## src/hw/rtl/frbs_pkg.sv

```systemverilog
package frbs_pkg;

	// field widths
	localparam int unsigned POS_W   = 17;
	localparam int unsigned CNT_W   = 17;
	localparam int unsigned BLK_W   = 16;
	localparam int unsigned OFF_W   = 12;
	localparam int unsigned LEN_W   = 13;
	localparam int unsigned BS_W    = 13;
	localparam int unsigned IDX_W   = 4;

	// quotient bits of position / block size, block size is at least 16
	localparam int unsigned QUO_W   = 13;

	// block size limits and reset value
	localparam logic [BS_W-1:0] BS_MIN   = 13'd16;
	localparam logic [BS_W-1:0] BS_MAX   = 13'd4096;
	localparam logic [BS_W-1:0] BS_RESET = 13'd64;

	localparam int unsigned TABLE_ENTRIES_DEF = 16;

	// operation codes
	localparam logic OP_LOAD = 1'b0;
	localparam logic OP_MAP  = 1'b1;

	// sequencer states
	typedef enum logic [2:0] {
		ST_IDLE,
		ST_CHECK,
		ST_DIV,
		ST_PREP,
		ST_EMIT,
		ST_ERR
	} state_t;

	// clamp a written block size into the supported range
	function automatic logic [BS_W-1:0] clamp_bs(input logic [BS_W-1:0] v);
		logic [BS_W-1:0] r;
		r = v;
		if (v < BS_MIN) r = BS_MIN;
		if (v > BS_MAX) r = BS_MAX;
		return r;
	endfunction

endpackage

```

## src/hw/rtl/file_range_block_segmenter_unit.sv

```systemverilog
// File range block segmenter.
// Splits a byte range of a file into per-block accesses under a map with one
// direct block (file block 0) and a single-indirect table for later blocks.
// Input: an item is taken at a clock edge with start high and busy low.
//   op = load writes entry_index / entry_block into the table; it produces no
//   word and busy stays low, so a new item may follow in the next cycle.
//   op = map takes file_position, byte_count and direct_block.
// Output: each result word is on fs_block, block_offset, segment_length, last
// and range_error for one cycle while valid is high; the receiver cannot stall.
// Sequence of a map item: a range check, division of the position by the block
// size (13 bit-serial steps and a done strobe), a table prefetch, then one
// segment word per cycle from the table memory (read one segment ahead). busy
// stays high until the last word is registered; a map item gives up to
// TABLE_ENTRIES + 1 segments (17 by default). A range error gives a single word
// from the error state, with busy high through the check and error states.
// Configuration: cfg_we / cfg_wdata set the block size (clamped to 16..4096);
// write only while busy is low. Reset sets the block size to 64 and returns
// to idle; the table holds no defined contents until loaded.
module file_range_block_segmenter_unit #(
	parameter int unsigned TABLE_ENTRIES = frbs_pkg::TABLE_ENTRIES_DEF
) (
	input  logic                        clk,
	input  logic                        arst_n,
	input  logic                        start,
	output logic                        busy,
	input  logic                        op,
	input  logic [frbs_pkg::IDX_W-1:0]  entry_index,
	input  logic [frbs_pkg::BLK_W-1:0]  entry_block,
	input  logic [frbs_pkg::POS_W-1:0]  file_position,
	input  logic [frbs_pkg::CNT_W-1:0]  byte_count,
	input  logic [frbs_pkg::BLK_W-1:0]  direct_block,
	input  logic                        cfg_we,
	input  logic [frbs_pkg::BS_W-1:0]   cfg_wdata,
	output logic                        valid,
	output logic [frbs_pkg::BLK_W-1:0]  fs_block,
	output logic [frbs_pkg::OFF_W-1:0]  block_offset,
	output logic [frbs_pkg::LEN_W-1:0]  segment_length,
	output logic                        last,
	output logic                        range_error
);

	localparam int unsigned AW    = (TABLE_ENTRIES > 1) ? $clog2(TABLE_ENTRIES) : 1;
	// one spare bit so the entry count itself is representable
	localparam int unsigned XW    = ((AW > frbs_pkg::IDX_W) ? AW : frbs_pkg::IDX_W) + 1;
	localparam int unsigned LIM_W = frbs_pkg::BS_W + $clog2(TABLE_ENTRIES + 2);
	localparam int unsigned CMP_W = (LIM_W > frbs_pkg::POS_W + 1) ?
	                                LIM_W : frbs_pkg::POS_W + 1;
	localparam int unsigned QW    = frbs_pkg::QUO_W;
	localparam int unsigned BSW   = frbs_pkg::BS_W;
	localparam int unsigned CW    = frbs_pkg::CNT_W;

	frbs_pkg::state_t state_q, state_next;

	logic [BSW-1:0]               bs_q;
	logic [LIM_W-1:0]             limit_q;
	logic [frbs_pkg::POS_W-1:0]   pos_q;
	logic [CW-1:0]                rem_q;
	logic [frbs_pkg::BLK_W-1:0]   direct_q;
	logic [QW-1:0]                blk_q;
	logic [frbs_pkg::OFF_W-1:0]   off_q;

	logic [frbs_pkg::BLK_W-1:0]   mem [TABLE_ENTRIES];
	logic [frbs_pkg::BLK_W-1:0]   mem_rdata_q;

	logic                         valid_q;
	logic [frbs_pkg::BLK_W-1:0]   fs_block_q;
	logic [frbs_pkg::OFF_W-1:0]   block_offset_q;
	logic [frbs_pkg::LEN_W-1:0]   segment_length_q;
	logic                         last_q;
	logic                         range_error_q;

	logic                         accept;
	logic                         load_ok;
	logic [XW-1:0]                idx_ext;
	logic [CMP_W-1:0]             end_byte;
	logic                         too_far;

	logic                         div_start;
	logic                         div_done;
	logic [QW-1:0]                div_quo;
	logic [frbs_pkg::OFF_W-1:0]   div_rem;

	logic                         rd_en;
	logic [QW-1:0]                rd_sel;
	logic                         emit_seg;
	logic                         emit_err;

	logic [BSW-1:0]               room;
	logic [BSW-1:0]               seg_len;
	logic                         seg_last;

	assign accept = start && !busy;
	assign busy   = (state_q != frbs_pkg::ST_IDLE);

	// table load qualifier
	assign idx_ext = XW'(entry_index);
	assign load_ok = accept && (op == frbs_pkg::OP_LOAD) &&
	                 (idx_ext < XW'(TABLE_ENTRIES));

	// block size register and byte limit of the map
	always_ff @(posedge clk or negedge arst_n) begin
		if (!arst_n) begin
			bs_q    <= frbs_pkg::BS_RESET;
			limit_q <= LIM_W'(frbs_pkg::BS_RESET) * LIM_W'(TABLE_ENTRIES + 1);
		end else begin
			if (cfg_we) begin
				bs_q <= frbs_pkg::clamp_bs(cfg_wdata);
			end
			limit_q <= LIM_W'(bs_q) * LIM_W'(TABLE_ENTRIES + 1);
		end
	end

	// last byte touched by the request, the position itself when empty
	always_comb begin
		if (rem_q == '0) begin
			end_byte = CMP_W'(pos_q);
		end else begin
			end_byte = CMP_W'(pos_q) + CMP_W'(rem_q) - CMP_W'(1);
		end
		too_far = (end_byte >= CMP_W'(limit_q));
	end

	// position divider
	frbs_div u_div (
		.clk       (clk),
		.arst_n    (arst_n),
		.start     (div_start),
		.dividend  (pos_q),
		.divisor   (bs_q),
		.done      (div_done),
		.quotient  (div_quo),
		.remainder (div_rem)
	);

	// next state
	always_comb begin
		state_next = state_q;
		case (state_q)
			frbs_pkg::ST_IDLE: begin
				if (accept && (op == frbs_pkg::OP_MAP)) state_next = frbs_pkg::ST_CHECK;
			end
			frbs_pkg::ST_CHECK: begin
				state_next = too_far ? frbs_pkg::ST_ERR : frbs_pkg::ST_DIV;
			end
			frbs_pkg::ST_DIV: begin
				if (div_done) state_next = frbs_pkg::ST_PREP;
			end
			frbs_pkg::ST_PREP: begin
				state_next = frbs_pkg::ST_EMIT;
			end
			frbs_pkg::ST_EMIT: begin
				if (seg_last) state_next = frbs_pkg::ST_IDLE;
			end
			frbs_pkg::ST_ERR: begin
				state_next = frbs_pkg::ST_IDLE;
			end
			default: state_next = frbs_pkg::ST_IDLE;
		endcase
	end

	// state outputs
	always_comb begin
		div_start = 1'b0;
		rd_sel    = blk_q;
		emit_seg  = 1'b0;
		emit_err  = 1'b0;
		case (state_q)
			frbs_pkg::ST_CHECK: begin
				div_start = !too_far;
			end
			frbs_pkg::ST_PREP: begin
				rd_sel = blk_q - QW'(1);
			end
			frbs_pkg::ST_EMIT: begin
				emit_seg = 1'b1;
			end
			frbs_pkg::ST_ERR: begin
				emit_err = 1'b1;
			end
			default: begin
				rd_sel = blk_q;
			end
		endcase
		rd_en = ((state_q == frbs_pkg::ST_PREP) || (state_q == frbs_pkg::ST_EMIT)) &&
		        (rd_sel < QW'(TABLE_ENTRIES));
	end

	// current segment length, bounded by the room left in its block
	always_comb begin
		room = bs_q - BSW'(off_q);
		if (rem_q <= CW'(room)) begin
			seg_len  = BSW'(rem_q);
			seg_last = 1'b1;
		end else begin
			seg_len  = room;
			seg_last = 1'b0;
		end
	end

	// state register
	always_ff @(posedge clk or negedge arst_n) begin
		if (!arst_n) begin
			state_q <= frbs_pkg::ST_IDLE;
		end else begin
			state_q <= state_next;
		end
	end

	// request and segment walk registers
	always_ff @(posedge clk) begin
		if (accept && (op == frbs_pkg::OP_MAP)) begin
			pos_q    <= file_position;
			rem_q    <= byte_count;
			direct_q <= direct_block;
		end else if (emit_seg) begin
			rem_q <= rem_q - CW'(seg_len);
			off_q <= '0;
			blk_q <= blk_q + QW'(1);
		end
		if ((state_q == frbs_pkg::ST_DIV) && div_done) begin
			blk_q <= div_quo;
			off_q <= div_rem;
		end
	end

	// indirect table memory, read one segment ahead
	always_ff @(posedge clk) begin
		if (load_ok) begin
			mem[idx_ext[AW-1:0]] <= entry_block;
		end
		if (rd_en) begin
			mem_rdata_q <= mem[rd_sel[AW-1:0]];
		end
	end

	// result word register
	always_ff @(posedge clk or negedge arst_n) begin
		if (!arst_n) begin
			valid_q <= 1'b0;
		end else begin
			valid_q <= emit_seg || emit_err;
		end
	end

	always_ff @(posedge clk) begin
		if (emit_err) begin
			fs_block_q       <= '0;
			block_offset_q   <= '0;
			segment_length_q <= '0;
			last_q           <= 1'b1;
			range_error_q    <= 1'b1;
		end else if (emit_seg) begin
			fs_block_q       <= (blk_q == '0) ? direct_q : mem_rdata_q;
			block_offset_q   <= off_q;
			segment_length_q <= frbs_pkg::LEN_W'(seg_len);
			last_q           <= seg_last;
			range_error_q    <= 1'b0;
		end
	end

	assign valid          = valid_q;
	assign fs_block       = fs_block_q;
	assign block_offset   = block_offset_q;
	assign segment_length = segment_length_q;
	assign last           = last_q;
	assign range_error    = range_error_q;

endmodule

```

## src/hw/rtl/frbs_div.sv

```systemverilog
module frbs_div (
	input  logic                          clk,
	input  logic                          arst_n,
	input  logic                          start,
	input  logic [frbs_pkg::POS_W-1:0]    dividend,
	input  logic [frbs_pkg::BS_W-1:0]     divisor,
	output logic                          done,
	output logic [frbs_pkg::QUO_W-1:0]    quotient,
	output logic [frbs_pkg::OFF_W-1:0]    remainder
);

	localparam int unsigned QW  = frbs_pkg::QUO_W;
	localparam int unsigned RW  = frbs_pkg::BS_W;
	localparam int unsigned CW  = $clog2(QW + 1);

	logic          run_q;
	logic          done_q;
	logic [CW-1:0] cnt_q;
	logic [RW-1:0] rem_q;
	logic [QW-1:0] quo_q;
	logic [QW-1:0] low_q;

	logic [RW:0]   trial;
	logic          qbit;
	logic [RW-1:0] rem_next;

	// one restoring step: shift in the next dividend bit and try the subtract
	always_comb begin
		trial = {rem_q, low_q[QW-1]};
		qbit  = (trial >= {1'b0, divisor});
		if (qbit) begin
			rem_next = RW'(trial - {1'b0, divisor});
		end else begin
			rem_next = RW'(trial);
		end
	end

	// control of the iteration
	always_ff @(posedge clk or negedge arst_n) begin
		if (!arst_n) begin
			run_q  <= 1'b0;
			done_q <= 1'b0;
			cnt_q  <= '0;
		end else begin
			done_q <= 1'b0;
			if (start) begin
				run_q <= 1'b1;
				cnt_q <= '0;
			end else if (run_q) begin
				cnt_q <= cnt_q + CW'(1);
				if (cnt_q == CW'(QW - 1)) begin
					run_q  <= 1'b0;
					done_q <= 1'b1;
				end
			end
		end
	end

	// partial remainder and quotient, the initial remainder holds the top dividend bits
	always_ff @(posedge clk) begin
		if (start) begin
			rem_q <= RW'(dividend[frbs_pkg::POS_W-1:QW]);
			low_q <= dividend[QW-1:0];
			quo_q <= '0;
		end else if (run_q) begin
			rem_q <= rem_next;
			low_q <= {low_q[QW-2:0], 1'b0};
			quo_q <= {quo_q[QW-2:0], qbit};
		end
	end

	assign done      = done_q;
	assign quotient  = quo_q;
	assign remainder = rem_q[frbs_pkg::OFF_W-1:0];

endmodule
```

## config.mk

```make
export PLATFORM = sky130hd
export DESIGN_NAME = file_range_block_segmenter_unit
export DESIGN_NICKNAME = d
export VERILOG_FILES = /design/src/hw/rtl/frbs_pkg.sv /design/src/hw/rtl/file_range_block_segmenter_unit.sv /design/src/hw/rtl/frbs_div.sv
export SDC_FILE = /design/constraint.sdc
export NUM_CORES = 1
export LEC_CHECK = 0
export BUFFER_PORTS_ARGS = -buffer_cell sky130_fd_sc_hd__clkbuf_2
export CAP_MARGIN = 20
export CORE_MARGIN = 5
export CORE_UTILIZATION = 35
export DETAILED_ROUTE_END_ITERATION = 10
export PLACE_DENSITY = 0.56
export REMOVE_ABC_BUFFERS = 1
export SYNTH_ARGS = -nofsm -noshare
export SYNTH_HDL_FRONTEND = slang
export SYNTH_SLANG_ARGS = --single-unit
```

## constraint.sdc

```tcl
create_clock -name clk -period 5.1 [get_ports clk]
set_input_delay 0.255 -clock clk [delete_from_list [all_inputs] [get_ports clk]]
set_output_delay 0.255 -clock clk [all_outputs]
set_load 0.01 [all_outputs]
```

==> results of run 1 <==
[state kept, by name, summed over array words and instances, names as in the netlist, 16 cells and up]
name         count
mem            256
limit_q         18
pos_q           17
rem_q           17
direct_q        16
fs_block        16
mem_rdata_q     16
[final cells by class]
| class | instances | area share |
|---|---|---|
| Antenna cell | 3 | 0.000258 |
| Clock buffer | 65 | 0.0483 |
| Clock inverter | 32 | 0.0135 |
| Inverter | 146 | 0.0189 |
| Multi-Input combinational cell | 1051 | 0.317 |
| Sequential cell | 470 | 0.455 |
| Tap cell | 855 | 0.0367 |
| Timing Repair Buffer | 419 | 0.110 |
[per-stage QoR]
stage	hold slack [ns]	TNS [ns]	area, µm²
CTS	0.00124	-3.57	28500
global route	0.0134	-6.97	29100
detailed placement	0.395	-16.02	25600
finish	0.0231	-2.95	29100
global placement	0.391	-9.38	25600
floorplan	-0.0406	-76.48	22300
[logic make-up (layout without fill, tap and decap cells)]
group | Yosys count | in the layout | share of synthesized area
buf+inv | 204 | 662 | 0.0375
simple gates | 381 | 381 | 0.0825
compound gates | 331 | 331 | 0.0939
mux | 151 | 151 | 0.104
xor+xnor | 59 | 59 | 0.0232
other cells | 0 | 3 | 0
fa+ha+maj | 129 | 129 | 0.0729
flops | 470 | 470 | 0.586
[synthesized netlist by cell type, drive strengths merged, types with 33 or more instances]
cell type	instances	area, µm²
a21oi	75	375
nand2	122	458
edfxtp	364	10900
mux4	64	1450
nor2	82	308
nor2b	34	215
a211oi	39	298
dfrtp	38	951
ha	124	1550
mux2i	56	561
o21ai	91	455
dfxtp	65	1300
nor3	33	165
inv	145	544
[placed cells by master (no fill, tap or decap), types with 9 or more instances in the layout]
cell type      Yosys  routed
nor3_1            33      22
a21o_1            31      31
and2_1            14      14
clkinv_2           0      10
nor3_2             0      11
nand3_1           17      17
ha_1             124     106
mux4_2            61      61
dfrtp_1           38      38
edfxtp_1         364     364
dlygate4sd3_1      0      63
nand2b_1          13      13
nand2_1          122     121
inv_1            145     136
xnor2_1           30      27
o31ai_1           28      26
ha_4               0      17
a21oi_2            0       9
clkbuf_2           0     132
xor2_1            28      27
buf_6              7       9
clkbuf_16          0      58
and3_1            11      10
dfxtp_1           65      65
nor2b_1           33      32
or3_1             11       9
a21oi_1           75      64
mux2i_1           56      54
o21ai_1            3      10
a211oi_1          38      31
mux2_2            24      19
nor2_1            82      78
nand4_1           12      12
o21ai_0           88      76
clkinv_1           1      10
o21a_1            10      10
buf_4              4     202
[power groups by stage]
stage	clock network (µW)	registers (µW)	logic [µW]
final	3900	5320	9100
after global routing	4150	5390	10000
after CTS	4000	5310	8300
after detailed placement	0	5380	7690
after global placement	0	5370	7510
after floorplan	0	5380	4750
[critical path: cells and delay by family, from the launching register on]
kind	cells	cell delay (ns)
mux	1	0.25
compound gates	9	1.71
fa+ha+maj	4	1.10
simple gates	7	1.22
flops	1	0.38
buf+inv	5	0.56
[repair_timing]
item,in CTS,in global routing
setup endpoints to repair,75,77
hold buffers,63,0
gates cloned,0,5
endpoints found under the hold margin,163,0
resized for setup,63,68
pin swaps,30,46
setup buffers,19,17
[per-layer routing]
metal	up-vias	wire length [µm]	GRT usage
met5	-	13	0
met4	2	1180	0.0410
met3	79	3220	0.0311
met2	335	30600	0.293
met1	7652	26000	0.214
li1	7299	-	-
[path summary, 6_finish.rpt]
check	end	slack, ns	depth (start not counted)
min	bs_q[5]	0.02	3
min in group asynchronous	limit_q[2]	0.28	3
max reg2reg	rem_q[16]	-0.40	26
max in group asynchronous	limit_q[9]	4.38	3
max	rem_q[16]	-0.40	26
min reg2reg	block_offset[7]	0.45	2
==> summary.md, run 1 <==
| Metric | Value |
|---|---|
| Crit path required time | 5.48 ns |
| Fin nets | 2357 |
| Synth async-reset ratio | 0.0872 |
| Clk_skew | between 0.07 and 0.08 ns |
| Row count | 93 |
| PwrDens | about 630 mW/mm² |
| Leakage Power | 0.0114 µW |
| Detail Route Antenna Nets | 0 |
| Initial core utilization | 0.353 |
| Switching power | 6700 µW |
| Wire length per cell | 20.1 µm |
| Worst Hold Class | in2reg |
| Pre-CTS setup slack | -0.761 ns |
| Area grow syn2layout | 28.6% |
| Avg Cell Area, Syn | 13.1 µm² |
| Hold Vio Cnt, Final | 0 |
| Filler cells | 5835 |
| Non-Filler Instances | 3041 |
| Multi-input logic area | a little over 0.009 mm² |
| First-pass GRT wire length | 91500 µm |
| Unique masters post-synth | 76 |
| GRT Total Usage | 0.167 |
| Worst Path Arrival | 5.87 ns |
| Placed cell count | about 2800 |
| Total CTS buffers | 52 |
| Die Y | between 200 and 300 µm |
| 1st-pass router iterations | 5 |
| Worst slew margin | 0.314 |
| Failing checks | negative setup slack |
| DP Wirelength | 40400 µm |
| Peak supply drop | 330 µV |
| H-tree lvl count | 2 |
| Setup CP Type | reg2reg |
| Slowest cell on the critical path | dfrtp_1 |
| Slowest stage delay, CP | 0.38 ns |
| Clk pwr share | 0.213 |
| CTS clk-pin slew, worst paths | 0.06 ns |
| I/O Buffers | approximately 130 |
| Number of setup violations in the final report | 12 |
| Worst Setup SP | bs_q[0] |
| Vias | 15367 |
| Origin of the critical flop-to-flop path | bs_q[0] |
| Predominant post-synthesis flop cell | edfxtp_1 |
| CTS tree | done |
| Yosys warning count | 0 |
| Power Internal | 11600 µW |
| Final worst slack | -0.398 ns |
| Period minus WS final | 5.50 ns |
| Drt initial violations | 1032 |
| Layout cell share with drive strength beyond 1 | 0.290 |
| Maximum fanout along the worst path | 7 |
| Number of synthesized flops with an enable pin | 364 |
| Crit-path most repeated cell | inv_2 |
| Die Width | ~260 µm |
| Clk buf depth | 3 |
| Cell area after synthesis | 0.0226 mm² |
| GPL Wtd Cong | 0.890 |
| RSZ-0062 raised after global routing | true |
| Core area | 0.0642 mm² |
| Via density | 5.05 |
| Number of global-route vias before repair | 15805 |
| Synthesized flop and latch total | 470 |
| Power, Total | 18300 µW |
| Worst Min Path Start | cfg_wdata[5] |
| CP Capture Type | register |
| DR DRC count | 0 |
| Largest net degree at the start of global routing | 67 |
| I/O pin total | ~130 |
| Final WL | 61100 µm |
| Die area | 0.0699 mm² |
| Syn Inst Count | 1725 |
| Antenna violations before repair | 4 |
| Register Area | 0.0133 mm² |
| Sequential power share | 0.290 |
| Tightest Pin Transition | 1.03 ns |
| Startpoint Class | register |
| Remaining global-route overflow | 0 |
| Sw frac | 0.366 |
| Seq/Total Area, Yosys | 0.586 |
| Max-slew violation count | 0 |
| CTS root buffer | clkbuf_16 |
| Skew-Pair Late Insertion Delay | 0.64 ns |
| Part of the power in combinational logic | 0.497 |
| Post-layout util | 0.453 |
| Number of max-cap violations | 0 |
| Max Fclk | 182 MHz |
| CTS Sinks | 470 |
| Tcrit/Tclk final | 1.08 |
| Status | finished with violations |
(Power assumes the default switching activity.)
==> run 2: changes to the inputs <==
--- a/config.mk
+++ b/config.mk
@@ -9,2 +9,3 @@
 export CAP_MARGIN = 20
+export CORE_ASPECT_RATIO = 1.1
 export CORE_MARGIN = 5
==> constraint.sdc (replaced) <==
create_clock -name clk -period 5.1 [get_ports clk]
set_input_delay 1.02 -clock clk [delete_from_list [all_inputs] [get_ports clk]]
set_output_delay 1.02 -clock clk [all_outputs]
set_load 0.01 [all_outputs]
==> run 2 against run 1 <==
Sequential power is essentially flat. Clock power is 2% higher. Via count down 1.0%. The flow still finishes with violations (negative setup slack). Register-to-register slack better by 0.02 ns. Worst hold slack better by 0.43 ns. Combinational power fell by 5.7%.
==> summary.md, run 2 (synthesized netlist as in run 1, its figures left out) <==
| Metric | Value |
|---|---|
| GPL Wtd Cong | 0.875 (-1.8%) |
| Tightest Pin Transition | 0.950 ns (-0.0768 ns) |
| Die Y | 277 µm (+4.7%) |
| Antenna violations before repair | 2 (-2) |
| Startpoint Class | register |
| Maximum fanout along the worst path | 5 (-2) |
| Skew-Pair Late Insertion Delay | 0.62 ns (-0.02 ns) |
| Die Width | 253 µm (-4.5%) |
| Largest net degree at the start of global routing | 68 (+1.5%) |
| Setup TNS | -2.67 ns (+0.277 ns) |
| H-tree lvl count | 2 (unchanged) |
| Hold Vio Cnt, Final | 0 (unchanged) |
| GRT Total Usage | 0.169 (+0.00261) |
| Via density | 5.13 (+1.5%) |
| Max FFs per register | 256 (unchanged) |
| Total CTS buffers | 52 (unchanged) |
| Slowest cell on the critical path | dfrtp_1 |
| Max Fclk | 183 MHz (+0.42%) |
| Final WL | 61000 µm (about the same) |
| CTS tree | done |
| Commonest non-fill, non-tap cell in the layout | edfxtp_1 |
| First-pass GRT wire length | 92200 µm (+0.78%) |
| CP Capture Type | register |
| Worst Path Arrival | 5.84 ns (-0.03 ns) |
| Layout cell share with drive strength beyond 1 | 0.300 (+0.0105) |
| Fin nets | 2296 (-2.6%) |
| Register Area | 0.0133 mm² (unchanged) |
| Number of max-cap violations | 0 (unchanged) |
| Placed cell count | 2830 (-0.32%) |
| Crit path max-delay family | compound AO/OA/AOI/OAI gates |
| Pre-CTS setup slack | -0.929 ns (-0.168 ns) |
| Clk buf depth | 3 (unchanged) |
| Post-layout util | 0.443 (-0.0106) |
| Worst Hold Class | reg2reg |
| Row count | 97 (+4.3%) |
| Filler cells | 5760 (-1.3%) |
| DP Wirelength | 41300 µm (+2.3%) |
| Number of setup violations in the final report | 12 (unchanged) |
| Core area | 0.0640 mm² (-0.42%) |
| RSZ-0062 raised after global routing | true |
| I/O pin total | 133 (unchanged) |
| Clk_skew | 0.0425 ns (-0.0353 ns) |
| Leakage Power | 0.0111 µW (-2.3%) |
| Vias | 15210 (-1.0%) |
| Die area | 0.0699 mm² (about the same) |
| CTS root buffer | clkbuf_16 |
| Remaining global-route overflow | 0 (unchanged) |
| Max-slew violation count | 0 (unchanged) |
| Detail Route Antenna Nets | 0 (unchanged) |
| Drt initial violations | 992 (-3.9%) |
| Tcrit/Tclk final | 1.07 (-0.00455) |
| DR DRC count | 0 (unchanged) |
| Setup CP Type | reg2reg |
| Status | finished with violations |
| Slowest stage delay, CP | 0.38 ns (about the same) |
| I/O Buffers | 132 (unchanged) |
| CTS clk-pin slew, worst paths | 0.06 ns (about the same) |
| 1st-pass router iterations | 5 (unchanged) |
| PwrDens | 632 mW/mm² (+0.35%) |
| Failing checks | negative setup slack |
| Period minus WS final | 5.47 ns (-0.0232 ns) |
| Buffers and inverters on the worst path | 5 (unchanged) |
| Non-Filler Instances | 2966 (-2.5%) |
| Final worst slack | -0.375 ns (+0.0232 ns) |
| Initial core utilization | 0.354 (+0.00150) |
| Peak supply drop | 369 µV (+12%) |
| Multi-input logic area | 0.00912 mm² (-1.2%) |
| Crit path required time | 5.47 ns (about the same) |
| Wire length per cell | 20.6 µm (+2.5%) |
| CTS Sinks | 470 (unchanged) |
| # hold bufs at CTS | 0 (-100%) |
| Power, Total | 17900 µW (-2.4%) |
| Area grow syn2layout | 25.0% |
| Most frequent cells in the layout | edfxtp_1 (364), buf_4 (212), inv_1 (138) |
| Number of global-route vias before repair | 15672 (-0.84%) |
| Worst slew margin | 0.362 (+0.0480) |
## run 2: changes by cell type in the layout (fill, tap and decap cells not counted), sizes merged
cell         change
dlygate4sd3     -63
clkinv           -8
buf              +5
clkbuf           +4
inv              +2
bufinv           -1
clkinvlp         +1
diode            -1
## run 2: area by class of cell
class	count	share of cell area
Timing Repair Buffer	358	0.0875
Tap cell	841	0.0372
Antenna cell	2	0.000177
Sequential cell	470	0.468
Clock inverter	26	0.0119
Multi-Input combinational cell	1051	0.322
Inverter	146	0.0194
Clock buffer	72	0.0533
## run 2: timing repair
item	4_1_cts	5_1_grt
setup buffers	21	13
resized for setup	85	26
endpoints found under the setup margin	75	75
gates cloned	2	2
pin swaps	38	35
## run 2: path summary, 6_finish.rpt
| path | from | to | slack, ns | cells after the start |
|---|---|---|---|---|
| worst max-delay path | bs_q[0] | rem_q[16] | -0.37 | 26 |
| worst min-delay path | fs_block[2] | fs_block[2] | 0.45 | 2 |
| worst max register to register | bs_q[0] | rem_q[16] | -0.37 | 26 |
| worst min register to register | fs_block[2] | fs_block[2] | 0.45 | 2 |
| max in group asynchronous | arst_n | u_div.run_q | 4.16 | 2 |
| min in group asynchronous | arst_n | limit_q[8] | 0.52 | 2 |
## run 2: worst reg2reg max path: cells and delay by family, from the launching register on
family | cells | cell delay [ns]
buffers and inverters | 5 | 0.49
AO/OA/AOI/OAI | 14 | 2.63
flip-flops | 1 | 0.38
multiplexers | 1 | 0.26
AND/OR/NAND/NOR | 2 | 0.36
adder cells (fa/ha/maj) | 4 | 1.13
## run 2: per-layer routing
metal  vias to the layer above  part of all wire  track usage
li1                       7166                 -            -
met1                      7624              0.42        0.215
met2                       323              0.51        0.301
met3                        95             0.048       0.0301
met4                         2             0.025       0.0384
met5                         -           0.00021            0
## run 2: power by group
group	internal, µW	switching, µW	total, µW
logic	4110	4470	8580
clock network	2350	1620	3970
registers	4910	417	5330
## run 2: per-stage QoR
| step | hold slack [ns] | cell area (µm²) |
|---|---|---|
| floorplan | 0.405 | 22300 |
| global placement | 0.441 | 25700 |
| detailed placement | 0.443 | 25700 |
| CTS | 0.452 | 28000 |
| global route | 0.469 | 28300 |
| finish | 0.450 | 28300 |
==> run 3: changes to the inputs <==
- CORE_ASPECT_RATIO: 1.1 -> default
- CORE_UTILIZATION: 35 -> 25
- PLACE_DENSITY: 0.56 -> 0.44
==> run 3 against run 2 <==
The run still ends with negative setup slack left. First-iteration DRC count shrank 16%. Clock power shrank 1%. Sequential cell count is the same. Die area grew 38%. Critical endpoint unchanged. Largest power group unchanged.
==> summary.md, run 3 (synthesized netlist as in run 1, its figures left out) <==
| Metric | Value |
|---|---|
| I/O Buffers | 132 (unchanged) |
| Wire length per cell | 20.0 µm (-2.7%) |
| Buffers and inverters on the worst path | 5 (unchanged) |
| Worst Hold Class | reg2reg |
| H-tree lvl count | 2 (unchanged) |
| Total CTS buffers | 54 (+3.8%) |
| Layout cell share with drive strength beyond 1 | 0.284 (-0.0161) |
| Max Fclk | 179 MHz (-2.1%) |
| CTS root buffer | clkbuf_16 |
| Vias | 14938 (-1.8%) |
| Antenna violations before repair | 9 (+7) |
| Tcrit/Tclk final | 1.10 (+0.0235) |
| Via density | 4.52 (-12%) |
| # hold bufs at CTS | 0 (unchanged) |
| Skew-Pair Late Insertion Delay | 0.63 ns (about the same) |
| Tightest Pin Transition | 0.955 ns (+0.00443 ns) |
| Non-Filler Instances | 3304 (+11%) |
| Core area | 0.0900 mm² (+41%) |
| Remaining global-route overflow | 0 (unchanged) |
| Detail Route Antenna Nets | 0 (unchanged) |
| Status | finished with violations |
| Worst slew margin | 0.364 (+0.00192) |
| Max-slew violation count | 0 (unchanged) |
| Slowest stage delay, CP | 0.41 ns (+0.03 ns) |
| Setup CP Type | reg2reg |
| Row count | 110 (+13%) |
| Setup TNS | -3.60 ns (-0.932 ns) |
| Commonest non-fill, non-tap cell in the layout | edfxtp_1 |
| Die Width | 311 µm (+23%) |
| Clk_skew | 0.0491 ns (+0.00660 ns) |
| Clk buf depth | 3 (unchanged) |
| Filler cells | 9095 (+58%) |
| DP Wirelength | 46500 µm (+13%) |
| Drt initial violations | 830 (-16%) |
| Number of setup violations in the final report | 12 (unchanged) |
| Period minus WS final | 5.59 ns (+0.120 ns) |
| GPL Wtd Cong | 0.837 (-4.3%) |
| Post-layout util | 0.317 (-0.126) |
| Number of global-route vias before repair | 15790 (+0.75%) |
| CTS clk-pin slew, worst paths | 0.06 ns (about the same) |
| Fin nets | 2295 (-0.044%) |
| CP Capture Type | register |
| CTS tree | done |
| 1st-pass router iterations | 5 (unchanged) |
| First-pass GRT wire length | 98700 µm (+7.1%) |
| I/O pin total | 133 (unchanged) |
| Maximum fanout along the worst path | 4 (-1) |
| GRT Total Usage | 0.133 (-0.0364) |
| Startpoint Class | register |
| Leakage Power | 0.0110 µW (-0.73%) |
| Largest net degree at the start of global routing | 68 (unchanged) |
| Initial core utilization | 0.252 (-0.102) |
| Hold Vio Cnt, Final | 0 (unchanged) |
| Die Y | 311 µm (+12%) |
| Slowest cell on the critical path | or3_4 |
| Die area | 0.0967 mm² (+38%) |
| Crit path max-delay family | compound AO/OA/AOI/OAI gates |
| Final worst slack | -0.495 ns (-0.120 ns) |
| Number of max-cap violations | 0 (unchanged) |
| WHS | 0.450 ns (-0.000716 ns) |
| Crit path required time | 5.44 ns (-0.03 ns) |
| Worst Path Arrival | 5.93 ns (+0.09 ns) |
| Failing checks | negative setup slack |
| Area grow syn2layout | 26.0% |
| CTS Sinks | 470 (unchanged) |
| RSZ-0062 raised after global routing | true |
| PwrDens | 624 mW/mm² (-1.3%) |
| Placed cell count | 3172 (+12%) |
| Max FFs per register | 256 (unchanged) |
| Most frequent cells in the layout | edfxtp_1 (364), buf_4 (212), inv_1 (139) |
| DR DRC count | 0 (unchanged) |
| Peak supply drop | 313 µV (-15%) |
| Final WL | 66100 µm (+8.4%) |
## run 3: changes by cell type in the layout (fill, tap and decap cells not counted), moves of 3 or more
cell	before	now
mux2_4	5	0
o21ai_0	76	80
clkinv_1	3	10
ha_4	14	8
o21ai_1	11	8
buf_6	7	2
clkbuf_1	10	14
a21oi_1	63	68
a21oi_2	11	5
nor2_2	10	2
mux2_2	19	24
nor2_1	72	80
ha_1	109	114
## run 3: what timing repair did
| action | in CTS | in global routing |
|---|---|---|
| endpoints found under the setup margin | 66 | 59 |
| buffers inserted | 15 | 9 |
| endpoints found under the hold margin | 0 | 0 |
| pin swaps | 17 | 34 |
| cloned | 0 | 3 |
| resized for setup | 41 | 34 |
## run 3: per-layer routing
layer	global-route usage	vias to the layer above	part of all wire
met5	0	-	0.00051
met2	0.234	299	0.50
met3	0.0318	93	0.055
met1	0.166	7377	0.43
met4	0.0303	4	0.020
li1	-	7165	-
## run 3: final cells by class
type,instances,area [µm²],share of cell area
clock buffers,77,1540,0.0539
clock inverters,25,273,0.00956
flip-flops and latches,470,13300,0.465
well taps,1176,1470,0.0516
inverters,146,548,0.0192
diodes,4,10.0,0.000351
repair buffers,355,2460,0.0864
multi-input cells,1051,8970,0.314
## run 3: worst paths after layout
| path | startpoint | end | slack, ns | cells past startpoint |
|---|---|---|---|---|
| max in group asynchronous | arst_n | state_q[2] | 4.16 | 2 |
| hold reg to reg | fs_block[3] | fs_block[3] | 0.45 | 2 |
| setup / recovery | bs_q[0] | rem_q[16] | -0.49 | 26 |
| setup reg to reg | bs_q[0] | rem_q[16] | -0.49 | 26 |
| hold / removal | fs_block[3] | fs_block[3] | 0.45 | 2 |
| min in group asynchronous | arst_n | limit_q[17] | 0.49 | 2 |
## run 3: worst min-delay path: cells and delay by family, from the launching register on
family             cells  cell delay [ns]
AOI/OAI and AO/OA      1             0.05
and+or+nand+nor        1             0.05
DFF                    1             0.30
## run 3: stage by stage
stage	setup WS (ns)	area, µm²	total power, µW
after global routing	-0.727	28500	19100
final	-0.495	28500	17800
after CTS	-0.427	28200	17600
after detailed placement	-0.843	26100	13300
after global placement	-0.750	26100	13200
after floorplan	-1.24	22300	10100
## run 3: report_power, final
group          internal, µW  switching (µW)
Clock                  2310            1610
Sequential             4920             405
Combinational          4080            4470
